==> src/rtl/qpfe_pkg.sv <==
package qpfe_pkg;

    typedef enum logic [2:0] {
        MODE_INDEXED   = 3'd0,
        MODE_NAME_REF  = 3'd1,
        MODE_VALUE_LEN = 3'd2,
        MODE_NAME_LEN  = 3'd3,
        MODE_RAW       = 3'd4,
        MODE_FINISH    = 3'd5
    } t_mode;

    localparam logic [1:0] STAT_OK       = 2'd0;
    localparam logic [1:0] STAT_INVALID  = 2'd1;
    localparam logic [1:0] STAT_FINISHED = 2'd2;

    localparam logic CFG_MAX_LEN  = 1'b0;
    localparam logic CFG_HUFF_MIN = 1'b1;

    localparam logic [31:0] MAX_LEN_RESET  = 32'd65536;
    localparam logic [15:0] HUFF_MIN_RESET = 16'd8;

    localparam logic [7:0] MASK_INDEXED  = 8'hc0;
    localparam logic [7:0] MASK_NAME_REF = 8'h50;
    localparam logic [7:0] MASK_VALUE    = 8'h00;
    localparam logic [7:0] HBIT_VALUE    = 8'h80;
    localparam logic [7:0] MASK_NAME     = 8'h20;
    localparam logic [7:0] HBIT_NAME     = 8'h08;

    // prefix maxima for 6, 4, 7 and 3 bit prefixes
    localparam logic [7:0] PMAX_INDEXED  = 8'h3f;
    localparam logic [7:0] PMAX_NAME_REF = 8'h0f;
    localparam logic [7:0] PMAX_VALUE    = 8'h7f;
    localparam logic [7:0] PMAX_NAME     = 8'h07;

    localparam logic [7:0] PREFIX_BYTE = 8'h00;
    localparam logic       CONT_FLAG   = 1'b1;

    typedef struct packed {
        logic        prefix;
        logic        has_first;
        logic        more;
        logic        huff;
        logic [1:0]  status;
        logic [7:0]  first;
        logic [63:0] rem;
    } t_cmd;

    typedef enum logic [2:0] {
        SER_IDLE,
        SER_PRE0,
        SER_PRE1,
        SER_FIRST,
        SER_CONT,
        SER_EMPTY
    } t_ser_state;

endpackage

==> src/rtl/qpfe_classify.sv <==
module qpfe_classify (
    input  logic               i_clk,
    input  logic               i_rst_n,
    input  logic               i_accept,
    input  logic [2:0]         i_mode,
    input  logic [63:0]        i_number,
    input  logic [63:0]        i_huffman_length,
    input  logic [7:0]         i_octet,
    input  logic [31:0]        i_max_len,
    input  logic [15:0]        i_huff_min,
    output qpfe_pkg::t_cmd     o_cmd
);

    logic        r_prefix_sent;
    logic        r_finished;

    logic        too_long;
    logic        want_huff;
    logic [7:0]  pmax;
    logic [7:0]  mask;
    logic        active;
    logic        is_int;
    logic        is_raw;
    logic        huff;
    logic        finish;
    logic [1:0]  status;
    logic        ok;
    logic        num_small;
    logic        hl_small;
    logic        fits;
    logic [63:0] num_rem;
    logic [63:0] hl_rem;
    logic [7:0]  low_byte;

    assign too_long  = (i_number[63:32] != '0) || (i_number[31:0] > i_max_len);
    assign want_huff = (i_number != '0) && (i_number >= {48'd0, i_huff_min})
                       && (i_huffman_length < i_number);

    always_comb begin
        pmax   = qpfe_pkg::PMAX_INDEXED;
        mask   = qpfe_pkg::MASK_INDEXED;
        active = 1'b1;
        is_int = 1'b0;
        is_raw = 1'b0;
        huff   = 1'b0;
        finish = 1'b0;
        status = qpfe_pkg::STAT_OK;
        case (i_mode)
            qpfe_pkg::MODE_INDEXED: begin
                is_int = 1'b1;
            end
            qpfe_pkg::MODE_NAME_REF: begin
                pmax   = qpfe_pkg::PMAX_NAME_REF;
                mask   = qpfe_pkg::MASK_NAME_REF;
                is_int = 1'b1;
            end
            qpfe_pkg::MODE_VALUE_LEN: begin
                pmax = qpfe_pkg::PMAX_VALUE;
                mask = want_huff ? (qpfe_pkg::MASK_VALUE | qpfe_pkg::HBIT_VALUE)
                                 : qpfe_pkg::MASK_VALUE;
                if (too_long) begin
                    status = qpfe_pkg::STAT_INVALID;
                end else begin
                    is_int = 1'b1;
                    huff   = want_huff;
                end
            end
            qpfe_pkg::MODE_NAME_LEN: begin
                pmax = qpfe_pkg::PMAX_NAME;
                mask = want_huff ? (qpfe_pkg::MASK_NAME | qpfe_pkg::HBIT_NAME)
                                 : qpfe_pkg::MASK_NAME;
                if (too_long || (i_number == '0)) begin
                    status = qpfe_pkg::STAT_INVALID;
                end else begin
                    is_int = 1'b1;
                    huff   = want_huff;
                end
            end
            qpfe_pkg::MODE_RAW: begin
                is_raw = 1'b1;
            end
            qpfe_pkg::MODE_FINISH: begin
                finish = 1'b1;
            end
            default: begin
                active = 1'b0;
            end
        endcase

        if (r_finished) begin
            active = 1'b0;
            is_int = 1'b0;
            is_raw = 1'b0;
            huff   = 1'b0;
            finish = 1'b0;
            status = qpfe_pkg::STAT_FINISHED;
        end

        num_small = (i_number[63:8] == '0) && (i_number[7:0] < pmax);
        hl_small  = (i_huffman_length[63:8] == '0) && (i_huffman_length[7:0] < pmax);
        num_rem   = i_number - {56'd0, pmax};
        hl_rem    = i_huffman_length - {56'd0, pmax};
        fits      = huff ? hl_small : num_small;
        low_byte  = huff ? i_huffman_length[7:0] : i_number[7:0];

        ok = active && (status == qpfe_pkg::STAT_OK);

        o_cmd.prefix    = ok && !r_prefix_sent;
        o_cmd.has_first = is_int || is_raw;
        o_cmd.more      = is_int && !fits;
        o_cmd.huff      = huff;
        o_cmd.status    = status;
        o_cmd.first     = is_raw ? i_octet : (fits ? (mask | low_byte) : (mask | pmax));
        o_cmd.rem       = huff ? hl_rem : num_rem;
    end

    always_ff @(posedge i_clk) begin
        if (!i_rst_n) begin
            r_prefix_sent <= 1'b0;
            r_finished    <= 1'b0;
        end else if (i_accept && ok) begin
            r_prefix_sent <= 1'b1;
            if (finish) begin
                r_finished <= 1'b1;
            end
        end
    end

endmodule

==> src/rtl/qpfe_serial.sv <==
module qpfe_serial (
    input  logic            i_clk,
    input  logic            i_rst_n,
    input  logic            i_load,
    input  qpfe_pkg::t_cmd  i_cmd,
    output logic            o_busy,
    output logic            o_valid,
    input  logic            i_ready,
    output logic [7:0]      o_out_byte,
    output logic            o_byte_valid,
    output logic            o_last,
    output logic [1:0]      o_status,
    output logic            o_huffman_chosen
);

    qpfe_pkg::t_ser_state r_state;
    qpfe_pkg::t_ser_state n_state;

    logic [63:0] r_rem;
    logic [63:0] n_rem;
    logic        r_has_first;
    logic        r_more;
    logic        r_huff;
    logic [1:0]  r_stat;
    logic [7:0]  r_first;

    logic        r_out_valid;
    logic [7:0]  r_out_byte;
    logic        r_out_bvalid;
    logic        r_out_last;
    logic [1:0]  r_out_status;
    logic        r_out_huff;

    logic        out_free;
    logic        emit;
    logic [7:0]  e_byte;
    logic        e_bvalid;
    logic        e_last;
    logic [1:0]  e_status;
    logic        e_huff;

    assign out_free = !r_out_valid || i_ready;

    always_ff @(posedge i_clk) begin
        if (!i_rst_n) begin
            r_state <= qpfe_pkg::SER_IDLE;
        end else begin
            r_state <= n_state;
        end
    end

    always_comb begin
        n_state  = r_state;
        n_rem    = r_rem;
        emit     = 1'b0;
        e_byte   = qpfe_pkg::PREFIX_BYTE;
        e_bvalid = 1'b1;
        e_last   = 1'b0;
        e_status = qpfe_pkg::STAT_OK;
        e_huff   = 1'b0;
        case (r_state)
            qpfe_pkg::SER_IDLE: begin
                if (i_load) begin
                    n_rem = i_cmd.rem;
                    if (i_cmd.prefix) begin
                        n_state = qpfe_pkg::SER_PRE0;
                    end else if (i_cmd.has_first) begin
                        n_state = qpfe_pkg::SER_FIRST;
                    end else begin
                        n_state = qpfe_pkg::SER_EMPTY;
                    end
                end
            end
            qpfe_pkg::SER_PRE0: begin
                if (out_free) begin
                    emit    = 1'b1;
                    n_state = qpfe_pkg::SER_PRE1;
                end
            end
            qpfe_pkg::SER_PRE1: begin
                if (out_free) begin
                    emit = 1'b1;
                    if (r_has_first) begin
                        n_state = qpfe_pkg::SER_FIRST;
                    end else begin
                        e_last  = 1'b1;
                        n_state = qpfe_pkg::SER_IDLE;
                    end
                end
            end
            qpfe_pkg::SER_FIRST: begin
                if (out_free) begin
                    emit   = 1'b1;
                    e_byte = r_first;
                    e_huff = r_huff;
                    if (r_more) begin
                        n_state = qpfe_pkg::SER_CONT;
                    end else begin
                        e_last  = 1'b1;
                        n_state = qpfe_pkg::SER_IDLE;
                    end
                end
            end
            qpfe_pkg::SER_CONT: begin
                // one 7-bit group per beat, low group first
                if (out_free) begin
                    emit   = 1'b1;
                    e_huff = r_huff;
                    if (r_rem[63:7] != '0) begin
                        e_byte = {qpfe_pkg::CONT_FLAG, r_rem[6:0]};
                        n_rem  = {7'd0, r_rem[63:7]};
                    end else begin
                        e_byte  = {1'b0, r_rem[6:0]};
                        e_last  = 1'b1;
                        n_state = qpfe_pkg::SER_IDLE;
                    end
                end
            end
            qpfe_pkg::SER_EMPTY: begin
                if (out_free) begin
                    emit     = 1'b1;
                    e_bvalid = 1'b0;
                    e_status = r_stat;
                    e_last   = 1'b1;
                    n_state  = qpfe_pkg::SER_IDLE;
                end
            end
            default: begin
                n_state = qpfe_pkg::SER_IDLE;
            end
        endcase
    end

    always_ff @(posedge i_clk) begin
        r_rem <= n_rem;
        if ((r_state == qpfe_pkg::SER_IDLE) && i_load) begin
            r_has_first <= i_cmd.has_first;
            r_more      <= i_cmd.more;
            r_huff      <= i_cmd.huff;
            r_stat      <= i_cmd.status;
            r_first     <= i_cmd.first;
        end
    end

    always_ff @(posedge i_clk) begin
        if (!i_rst_n) begin
            r_out_valid <= 1'b0;
        end else if (emit) begin
            r_out_valid <= 1'b1;
        end else if (i_ready) begin
            r_out_valid <= 1'b0;
        end
    end

    always_ff @(posedge i_clk) begin
        if (emit) begin
            r_out_byte   <= e_byte;
            r_out_bvalid <= e_bvalid;
            r_out_last   <= e_last;
            r_out_status <= e_status;
            r_out_huff   <= e_huff;
        end
    end

    assign o_busy           = (r_state != qpfe_pkg::SER_IDLE);
    assign o_valid          = r_out_valid;
    assign o_out_byte       = r_out_byte;
    assign o_byte_valid     = r_out_bvalid;
    assign o_last           = r_out_last;
    assign o_status         = r_out_status;
    assign o_huffman_chosen = r_out_huff;

endmodule

==> src/rtl/qpack_field_line_encoder.sv <==
// QPACK field-section encoder. Each input beat is one encoding step (indexed
// entry, static name reference, value or name length header, raw octet, or
// finish); its bytes leave one per output beat, with the two zero section
// prefix bytes placed ahead of the first valid step's output. A step
// that produces no byte still yields one beat with byte_valid low and the
// status. An item produces 1 to 13 output beats: the input is taken, the
// decode is registered into a shift register that releases one byte (one
// 7-bit group) a cycle while the output is not stalled, and the input is
// ready again once the last byte is in the output register. Config writes
// apply at once and belong to idle periods.
module qpack_field_line_encoder (
    input  logic        i_clk,
    input  logic        i_rst_n,
    input  logic        i_cfg_we,
    input  logic        i_cfg_index,
    input  logic [31:0] i_cfg_data,
    input  logic        i_valid,
    output logic        o_ready,
    input  logic [2:0]  i_mode,
    input  logic [63:0] i_number,
    input  logic [63:0] i_huffman_length,
    input  logic [7:0]  i_octet,
    output logic        o_valid,
    input  logic        i_ready,
    output logic [7:0]  o_out_byte,
    output logic        o_byte_valid,
    output logic        o_last,
    output logic [1:0]  o_status,
    output logic        o_huffman_chosen
);

    logic [31:0]    r_max_len;
    logic [15:0]    r_huff_min;
    logic           busy;
    logic           accept;
    qpfe_pkg::t_cmd cmd;

    always_ff @(posedge i_clk) begin
        if (!i_rst_n) begin
            r_max_len  <= qpfe_pkg::MAX_LEN_RESET;
            r_huff_min <= qpfe_pkg::HUFF_MIN_RESET;
        end else if (i_cfg_we) begin
            if (i_cfg_index == qpfe_pkg::CFG_MAX_LEN) begin
                r_max_len <= i_cfg_data;
            end else begin
                r_huff_min <= i_cfg_data[15:0];
            end
        end
    end

    assign o_ready = !busy;
    assign accept  = i_valid && !busy;

    qpfe_classify u_classify (
        .i_clk            (i_clk),
        .i_rst_n          (i_rst_n),
        .i_accept         (accept),
        .i_mode           (i_mode),
        .i_number         (i_number),
        .i_huffman_length (i_huffman_length),
        .i_octet          (i_octet),
        .i_max_len        (r_max_len),
        .i_huff_min       (r_huff_min),
        .o_cmd            (cmd)
    );

    qpfe_serial u_serial (
        .i_clk            (i_clk),
        .i_rst_n          (i_rst_n),
        .i_load           (accept),
        .i_cmd            (cmd),
        .o_busy           (busy),
        .o_valid          (o_valid),
        .i_ready          (i_ready),
        .o_out_byte       (o_out_byte),
        .o_byte_valid     (o_byte_valid),
        .o_last           (o_last),
        .o_status         (o_status),
        .o_huffman_chosen (o_huffman_chosen)
    );

endmodule

==> config.mk <==
export PLATFORM = sky130hd
export DESIGN_NAME = qpack_field_line_encoder
export DESIGN_NICKNAME = d
export VERILOG_FILES = /design/src/rtl/qpfe_pkg.sv /design/src/rtl/qpfe_classify.sv /design/src/rtl/qpfe_serial.sv /design/src/rtl/qpack_field_line_encoder.sv
export SDC_FILE = /design/constraint.sdc
export NUM_CORES = 1
export LEC_CHECK = 0
export ABC_AREA = 1
export BUFFER_PORTS_ARGS = -buffer_cell sky130_fd_sc_hd__buf_2
export CORE_MARGIN = 3
export CORE_UTILIZATION = 35
export DETAILED_ROUTE_END_ITERATION = 6
export HOLD_SLACK_MARGIN = 0.06
export PLACE_DENSITY = 0.62
export SYNTH_ARGS = -nofsm -noshare
export SYNTH_HDL_FRONTEND = slang
export SYNTH_SLANG_ARGS = --single-unit
==> constraint.sdc <==
create_clock -name i_clk -period 3.6 [get_ports i_clk]
set_input_delay 0.36 -clock i_clk [delete_from_list [all_inputs] [get_ports i_clk]]
set_output_delay 0.36 -clock i_clk [all_outputs]
set_load 0.02 [all_outputs]
Word level (Yosys, flattened, before mapping):

Cells that the tools add are included.

* register bits after elaboration: 144
* word-level logic and storage cells: 145
* output and inout port bits: 15
* input port bits: 177

* order comparisons: 5
* reduce and logical (&&, ||, !) cells: 41
* equal/unequal tests: 18
* bitwise operators: 3
* multiplexer cells: 59
* $add $sub $neg: 2

Operators by type and width (number)
* $mux 64: 4
* $pmux 64 s2: 1
* $sub 64x7->64: 2
* $logic_not 56->1: 2
* $ge 64x16->1: 1
* $logic_not 64->1: 1
* $lt 64x64->1: 1
* $reduce_bool 64->1: 1
* $reduce_bool 57->1: 1
* $mux 8: 7
* $gt 32x32->1: 1
* $reduce_bool 32->1: 1
* $mux 3: 10
* $mux 1: 26
* $pmux 8 s3: 1
* $pmux 7 s3: 1
* $pmux 3 s6: 1
* $lt 8x7->1: 2
* $pmux 8 s2: 1
* $eq 3x2->1 const B: 4
* $eq 3x3->1 const B: 4
* $ne 2x1->1 const B: 6
* $logic_and 1x1->1: 10
* $reduce_and 2->1: 5
* other kinds (22): 34

Depth between registers and ports, before layout:

Gate-level depths: netlist of the first run.

* depth in word-level cells: 12
* mapped depth: 33
* gate-level depth less buffers: 31

Modules after synthesis:

Synthesis of the first run repeated with hierarchy kept, for this count alone.

* cells, all modules: 2040
* area total of the unflattened synthesis: 13181.4 sq um

By module, submodules not included
* qpfe_classify: instances 1, cells an instance 1326, area an instance 7084.3 sq um, sequential area each 40.0 sq um
* qpfe_serial: instances 1, cells an instance 435, area an instance 4164.0 sq um, sequential area each 2782.7 sq um
* qpack_field_line_encoder: instances 1, cells an instance 279, area an instance 1933.1 sq um, sequential area each 960.9 sq um

Worst setup path before layout of the first run:

No wires, ideal clock.

* path kind: in2reg
* start point: input i_number[31]
* end point: register u_serial.r_rem[57], data pin
* path buffers: 2
* slack: -0.163 ns
* stages on the path: 23
* library setup time: 0.253 ns
* required time: 3.347 ns
* data arrival time: 3.510 ns
* path through: ha_1 > nand2_1 > nor2_1 > nand2_1 > nor4_2 > nand4_1 > nand2_1 > nand3_4 > nor2_8 > buf_2 > buf_2 > o21ai_0 > ha_1 > a21oi_1 > o21ai_0 > nor2_2 > nand2_2 > inv_1 > nand2_1 > nor2_1 > nand2_1 > nand2_1 > nor2_1

RTL lines
* start, declared: line qpack_field_line_encoder.sv:20 `input logic [63:0] i_number,`
* end signal, assigned: line qpfe_serial.sv:135 `r_rem <= n_rem;`
* end, declared: line qpfe_serial.sv:19 `logic [63:0] r_rem;`

Worst setup path after layout of the first run:

* start point: register r_max_len[23]
* end point: register u_serial.r_rem[33], data pin

* longest elaborated chain between the ends: 9
* elaborated cells on any way between the ends: 10
* classes of those cells: 1 x order compare; 7 x mux; 2 x reduce/logical

RTL lines
* start, declared: line qpack_field_line_encoder.sv:32 `logic [31:0] r_max_len;`
* start signal, assigned: line qpack_field_line_encoder.sv:40 `r_max_len <= qpfe_pkg::MAX_LEN_RESET;`
* start signal, assigned: line qpack_field_line_encoder.sv:44 `r_max_len <= i_cfg_data;`
* $gt 32x32->1 (*): line qpfe_classify.sv:35 `assign too_long = (i_number[63:32] != '0) || (i_number[31:0] > i_max_len);`
* $logic_or 1x1->1 (*): line qpfe_classify.sv:35
* $logic_or 1x1->1: line qpfe_classify.sv:72 `if (too_long || (i_number == '0)) begin`
* $mux 1: line qpfe_classify.sv:72
* $pmux 1 s2 (*): line qpfe_classify.sv:48 `case (i_mode)`
* $mux 1 (*): line qpfe_classify.sv:90 `if (r_finished) begin`
* $mux 64 (*): line qpfe_classify.sv:114 `o_cmd.rem = huff ? hl_rem : num_rem;`
* $mux 64 (*): line qpfe_serial.sv:63 `if (i_load) begin`
* $pmux 64 s2 (*): line qpfe_serial.sv:61 `case (r_state)`
* via u_serial.n_rem[33]: line qpfe_serial.sv:20 `logic [63:0] n_rem;`

The timed path passes the listed nets; every way through them passes the cells marked *. The select of a mux whose other input is x is not followed.
A chain may end at the register's enable or synchronous reset.

==> summary.md, run 1 <==
| Metric | Value |
|---|---|
| Cell taking the most area after synthesis | `edfxtp_1` |
| DIE AREA | `0.0394 mm^2` |
| Bufs and invs on worst path | `4` |
| Hold Vio Cnt, Final | `0` |
| Top cells by area, synth | `edfxtp_1 (21%), nand2_1 (19%), ha_1 (12%), dfxtp_1 (8.3%), nor2_1 (7.3%)` |
| Largest net degree at the start of global routing | `between 60 and 70` |
| Drt drc | `0` |
| Status | `complete, but fails checks` |
| Actual slew at the worst max-slew pin | `~1100 ps` |
| Final total power | `6.96 mW` |
| CP Launch Type | `register` |
| Peak VDD IR | `0.442 mV` |
| Syn-to-layout area delta | `49.0%` |
| Starting Density | `0.360` |
| EDFF count, synth | `90` |
| Syn Area/Cell | `6.45 um^2` |
| Violated checks | `setup timing` |
| CP max stage delay | `360 ps` |
| Non-Filler Instances | `3099` |
| Crit-path slowest cell | `dfxtp_1` |
| H-tree depth | `4` |
| Core Util, Final | `0.537` |
| DPL Wire Length | `42000 um` |
| Core area | `between 0.03 and 0.04 mm^2` |
| Post-synthesis register bit count | `roughly 140` |
| Clk slew on worst S/H paths | `approximately 90 ps` |
| Mapped Area | `0.0130 mm^2` |
| IO buf count | `191` |
| Root Buffer | `clkbuf_16` |
| Drt initial violations | `1092` |
| Vias in the first global route | `~15000` |
| Placed Instances | `around 3000` |
| DR vias/cell | `4.96` |
| Syn. warnings | `0` |
| Seq/Total Area, Yosys | `0.292` |
| Clk_lat worst skew | `470 ps` |
| Crit path cell chain | `inv_1, ha_1, nand2_2, nor4_4, nand4_1, nand2_2, nand3_4, nor2_8, buf_4, buf_6, nand2_2, o21ai_4, ha_4, a21oi_4, o21ai_2, nor2_4, nand2_4, buf_6, nor2_4, nand3_2, nand3_2, nand2_1` |
| Data required time at the worst endpoint | `around 3800 ps` |
| Post-synth top area share | `0.209` |
| Drt pass-1 iters | `6` |
| Die Span Y | `just under 200 um` |
| Gr usage total | `0.259` |
| NumNets Final | `2925` |
| Most frequent cells in the layout | `nand2_1 (579), buf_4 (433), inv_1 (226)` |
| CP Capture Type | `register` |
| Final ANT Viol Nets | `0` |
| Die width | `198 um` |
| Synthesized Nets | `about 2300` |
| Post-route setup TNS | `-434 ps` |
| Row count | `69` |
| Gate Count Post-Synth | `2010` |
| Setup WS pre-CTS | `-602 ps` |
| Routed vias | `between 15000 and 20000` |
| Critical path type | `register to register` |
| PD cells | `360 mW/mm^2` |
| Unrepaired setup endpoints after global routing | `yes` |
| Final Max Slew Viols | `0` |
| Clock Sinks | `roughly 140` |
| R2r setup slk | `-90 ps` |
| Hold_ws | `140 ps` |
| DP Area | `0.0173 mm^2` |
| Filler instances | `3460` |
| Max-Cap Viols | `0` |
| Initial antenna violation count | `4` |
| # IOs | `around 190` |
| Grt total ovfl | `0` |
| Finish-stage setup viols | `12` |
| Tcrit/Tclk final | `1.03` |
| Commonest non-fill, non-tap cell in the layout | `nand2_1` |
| Main flop type after synthesis | `edfxtp_1` |
| Drt total wl | `between 50000 and 60000 um` |
| Final Instance Area | `0.0193 mm^2` |
| Fin worst setup slack | `-92.5 ps` |
| Delay-heaviest family, CP | `simple AND/OR/NAND/NOR gates` |
| TritonCTS buffer count | `17` |
| Most used cell, CP | `nand2_2` |
| Leak | `about 9 nW` |
| Max Freq | `271 MHz` |
| First-pass GRT wire length | `79300 um` |
| Worst EP arrival | `3900 ps` |
| Skew final | `around 26 ps` |
| Maximum root-to-sink buffer count | `2` |
| CP Max Fanout | `5` |
| Period minus WS final | `approximately 3700 ps` |
| Class of the worst hold path | `input port to register` |
| Slew HR | `0.279` |
| CTS tree | `built` |
| GP Congestion | `0.953` |
| Ys async rst share | `0` |
| Wire per inst | `16.9 um` |
| Layout cells sized above 1 | `0.367` |
| Synth unique cells | `between 40 and 50` |
[worst paths after layout]
path,startpoint,to,cells past startpoint
worst max register to register,r_max_len[23],u_serial.r_rem[33],22
worst max-delay path,r_max_len[23],u_serial.r_rem[33],22
worst min register to register,r_max_len[10],r_max_len[10],2
worst min-delay path,i_cfg_data[16],r_max_len[16],3
[flip-flops by register name, indices dropped and copies added, names as in the netlist, 2 cells and up]
register and count:
u_serial.r_rem 64, r_max_len 32, r_huff_min 16, u_serial.o_out_byte 8, u_serial.r_first 8, u_serial.r_state 3
u_serial.o_status 2, u_serial.r_stat 2
[worst register-to-register path: cells and delay by family (launching register included)]
| kind | cells | cell delay, ps |
|---|---|---|
| buffers and inverters | 4 | 450 |
| flip-flops | 1 | 360 |
| AND/OR/NAND/NOR | 13 | 1700 |
| adder cells (fa/ha/maj) | 2 | 560 |
| AO/OA/AOI/OAI | 3 | 360 |
[cell usage after synthesis (13+ instances only)]
| library cell | number |
|---|---|
| a31oi_1 | 14 |
| o21ai_1 | 15 |
| o21ai_0 | 121 |
| nor4_1 | 23 |
| nand3_1 | 99 |
| nand2_2 | 13 |
| nor3_1 | 14 |
| nand2_1 | 644 |
| a21oi_1 | 123 |
| inv_1 | 249 |
| nand4_1 | 34 |
| ha_1 | 124 |
| edfxtp_1 | 90 |
| nor2_1 | 252 |
| nor2_2 | 22 |
| dfxtp_1 | 54 |
| clkbuf_1 | 31 |
| inv_2 | 13 |
[where the power goes]
part | leakage (nW) | switching [mW] | internal, mW
registers | 1.31 | 0.291 | 2.51
clock network | 0.270 | 0.835 | 0.929
logic | 7.67 | 1.51 | 0.877
total | 9.25 | 2.64 | 4.32
[logic make-up (layout without fill, tap and decap cells)]
kind of cell,after synthesis,in the layout,share of synthesized area
AO/OA/AOI/OAI,298,298,0.122
XOR/XNOR,10,10,0.00676
adder cells (fa/ha/maj),124,124,0.120
buffers and inverters,314,941,0.0961
flip-flops,144,144,0.292
multiplexers,1,1,0.000869
other,0,1,0
AND/OR/NAND/NOR,1119,1119,0.363
[layer usage]
metal  up-vias  GRT usage  part of all wire
met5         -          0           0.00052
met4         4     0.0560             0.018
met3        54     0.0403             0.056
met2       449      0.411              0.45
met1      7069      0.375              0.48
li1       7791          -                 -
[layout make-up]
class	count	area, um^2	area share
multi-input cells	1552	8930	0.462
diodes	1	2.50	0.000130
clock buffers	19	453	0.0235
repair buffers	643	4450	0.231
clock inverters	13	101	0.00525
well taps	461	577	0.0299
inverters	266	1000	0.0518
flip-flops and latches	144	3800	0.197
[what timing repair did]
action                                 in CTS  in global routing
gates resized for setup                   117                186
pin swaps                                  45                 77
setup buffers                              37                 16
cloned                                      1                  0
endpoints found under the hold margin       0                  0
hold buffers                                0                  0
setup endpoints to repair                  57                 61
Power figures use the tool's default switching activity.
==> run 2, diff against run 1 <==
--- a/config.mk
+++ b/config.mk
@@ -8,10 +8,11 @@
 export ABC_AREA = 1
 export BUFFER_PORTS_ARGS = -buffer_cell sky130_fd_sc_hd__buf_2
 export CORE_MARGIN = 3
-export CORE_UTILIZATION = 35
+export CORE_UTILIZATION = 25
 export DETAILED_ROUTE_END_ITERATION = 6
 export HOLD_SLACK_MARGIN = 0.06
-export PLACE_DENSITY = 0.62
+export PLACE_DENSITY = 0.5
+export SKIP_LAST_GASP = 1
 export SYNTH_ARGS = -nofsm -noshare
 export SYNTH_HDL_FRONTEND = slang
 export SYNTH_SLANG_ARGS = --single-unit
==> summary.md, run 2 (synthesis gave the netlist of run 1 again) <==
| Metric | Value |
|---|---|
| Logic pwr share | `0.359` |
| Ant diodes | `0` |
| Largest net degree at the start of global routing | `67` |
| Fin worst setup slack | `-73.9 ps` |
| Clock Sinks | `144` |
| Final Max Slew Viols | `0` |
| Filler instances | `5220` |
| Class of the worst hold path | `input port to register` |
| DPL Wire Length | `45100 um` |
| Peak VDD IR | `0.356 mV` |
| Critical path type | `register to register` |
| Violated checks | `setup timing` |
| IO buf count | `191` |
| Max Freq | `272 MHz` |
| Max FFs per register | `between 60 and 70` |
| Slew HR | `0.310` |
| Largest Register | `u_serial.r_rem` |
| Initial antenna violation count | `1` |
| Clk pwr share | `0.246` |
| Actual slew at the worst max-slew pin | `1030 ps` |
| Vias in the first global route | `15273` |
| NumNets Final | `2990` |
| CP Max Fanout | `9` |
| Final total power | `7.10 mW` |
| Finish-stage setup viols | `19` |
| DR vias/cell | `around 4.6` |
| Syn-to-layout area delta | `63.7%` |
| Clk_lat worst skew | `450 ps` |
| Drt total wl | `55600 um` |
| First-pass GRT wire length | `approximately 84000 um` |
| Core Util, Final | `0.418` |
| DIE AREA | `0.0546 mm^2` |
| Skew final | `8.97 ps` |
| PD cells | `335 mW/mm^2` |
| Switching power | `2.67 mW` |
| Wire per inst | `approximately 16 um` |
| Largest regs | `u_serial.r_rem x64, r_max_len x32, r_huff_min x16` |
| Worst EP arrival | `3890 ps` |
| GP Congestion | `0.962` |
| Switching Fraction | `0.376` |
| DP Area | `~0.018 mm^2` |
| Clk slew on worst S/H paths | `70 ps` |
| Leak | `9.90 nW` |
| Hold Vio Cnt, Final | `0` |
| Maximum root-to-sink buffer count | `2` |
| TritonCTS buffer count | `17` |
| Commonest non-fill, non-tap cell in the layout | `nand2_1` |
| Period minus WS final | `3670 ps` |
| Core area | `0.0507 mm^2` |
| Max-Cap Viols | `0` |
| Layout cells sized above 1 | `0.447` |
| Non-Filler Instances | `3374` |
| Unrepaired setup endpoints after global routing | `yes` |
| Setup WS pre-CTS | `-762 ps` |
| Row count | `82` |
| Die Span Y | `roughly 230 um` |
| Most frequent cells in the layout | `nand2_1 (490), buf_4 (475), inv_1 (221)` |
| # IOs | `between 150 and 200` |
| Tcrit/Tclk final | `1.02` |
| Status | `complete, but fails checks` |
| CP Capture Type | `register` |
| Drt drc | `0` |
| Die width | `between 200 and 250 um` |
| H-tree depth | `4` |
| Drt initial violations | `between 800 and 900` |
| Final ANT Viol Nets | `0` |
| Routed vias | `15541` |
| Data required time at the worst endpoint | `between 3000 and 4000 ps` |
| Drt pass-1 iters | `5` |
| Sequential share of power | `0.395` |
| Starting Density | `0.256` |
| Grt total ovfl | `0` |
| Final Instance Area | `0.0212 mm^2` |
| CTS tree | `built` |
| P_int | `4.43 mW` |
| Placed Instances | `3269` |
| CP Launch Type | `register` |
| Root Buffer | `clkbuf_16` |
| Gr usage total | `0.199` |
==> run 2: stage by stage <==
step                      hold WS, ps  setup TNS (ps)
after global routing              143           -8920
after CTS                        95.1           -1300
final                             127            -567
after detailed placement          458          -31430
after floorplan                   433               0
after global placement            446          -29020
==> run 2: worst max-delay path: stages (launching register included) <==
cell and delay (ps):
dfxtp_1 310, inv_1 50, ha_1 300, nand2_1 70, nor2_1 220, nand2_1 90, nand2_1 70, nand2_2 100
nand4_1 110, nor2_1 50, nor2_2 120, nand2_4 120, nor2_8 250, buf_12 200, buf_4 130, nand2_1 50
nand2_2 130, nand2_4 90, nor2_4 170, nand2_4 100, inv_2 110, nand2_2 100, nor2_4 200, nand3_2 130
nand3_4 90, nand2_2 40
==> run 2: power by group through the flow <==
| stage | Combinational, mW | Clock, mW | Sequential (mW) |
|---|---|---|---|
| 2_1_floorplan | 1.13 | 0 | 2.82 |
| 3_3_place_gp | 2.23 | 0 | 2.82 |
| 3_5_place_dp | 2.25 | 0 | 2.83 |
| 4_1_cts | 2.38 | 1.80 | 2.81 |
| 5_1_grt | 2.81 | 1.87 | 2.85 |
| 6_report | 2.55 | 1.75 | 2.80 |
==> run 2: area by class of cell <==
class	instances	area [um^2]	share of cell area
clock inverter	14	134	0.00631
tap	672	841	0.0396
sequential	144	3790	0.179
timing repair buffer	707	5050	0.238
inverter	266	1010	0.0474
clock buffer	18	429	0.0202
multi-input combinational	1553	9960	0.470
==> run 2: layer usage <==
layer,wire [um],share of wire,track usage,vias to the layer above
met2,25500,0.46,0.320,333
met3,2380,0.043,0.0272,68
met4,1790,0.032,0.0691,2
li1,-,-,-,7911
met5,13,0.00023,0,-
met1,25800,0.47,0.273,7227
==> run 2: path summary, 6_finish.rpt <==
check	depth (start not counted)	endpoint	slack (ps)	from
max	25	u_serial.r_rem[33]	-70	r_huff_min[7]
min	3	r_max_len[16]	130	i_cfg_data[16]
max reg2reg	25	u_serial.r_rem[33]	-70	r_huff_min[7]
min reg2reg	2	u_classify.r_prefix_sent	470	u_classify.r_prefix_sent
==> run 2: timing repair <==
action | 4_1_cts | 5_1_grt
hold buffers | 0 | 0
setup buffers | 48 | 31
endpoints found under the hold margin | 0 | 0
gates cloned | 3 | 1
gates resized for setup | 245 | 351
endpoints found under the setup margin | 61 | 60
pin swaps | 98 | 137
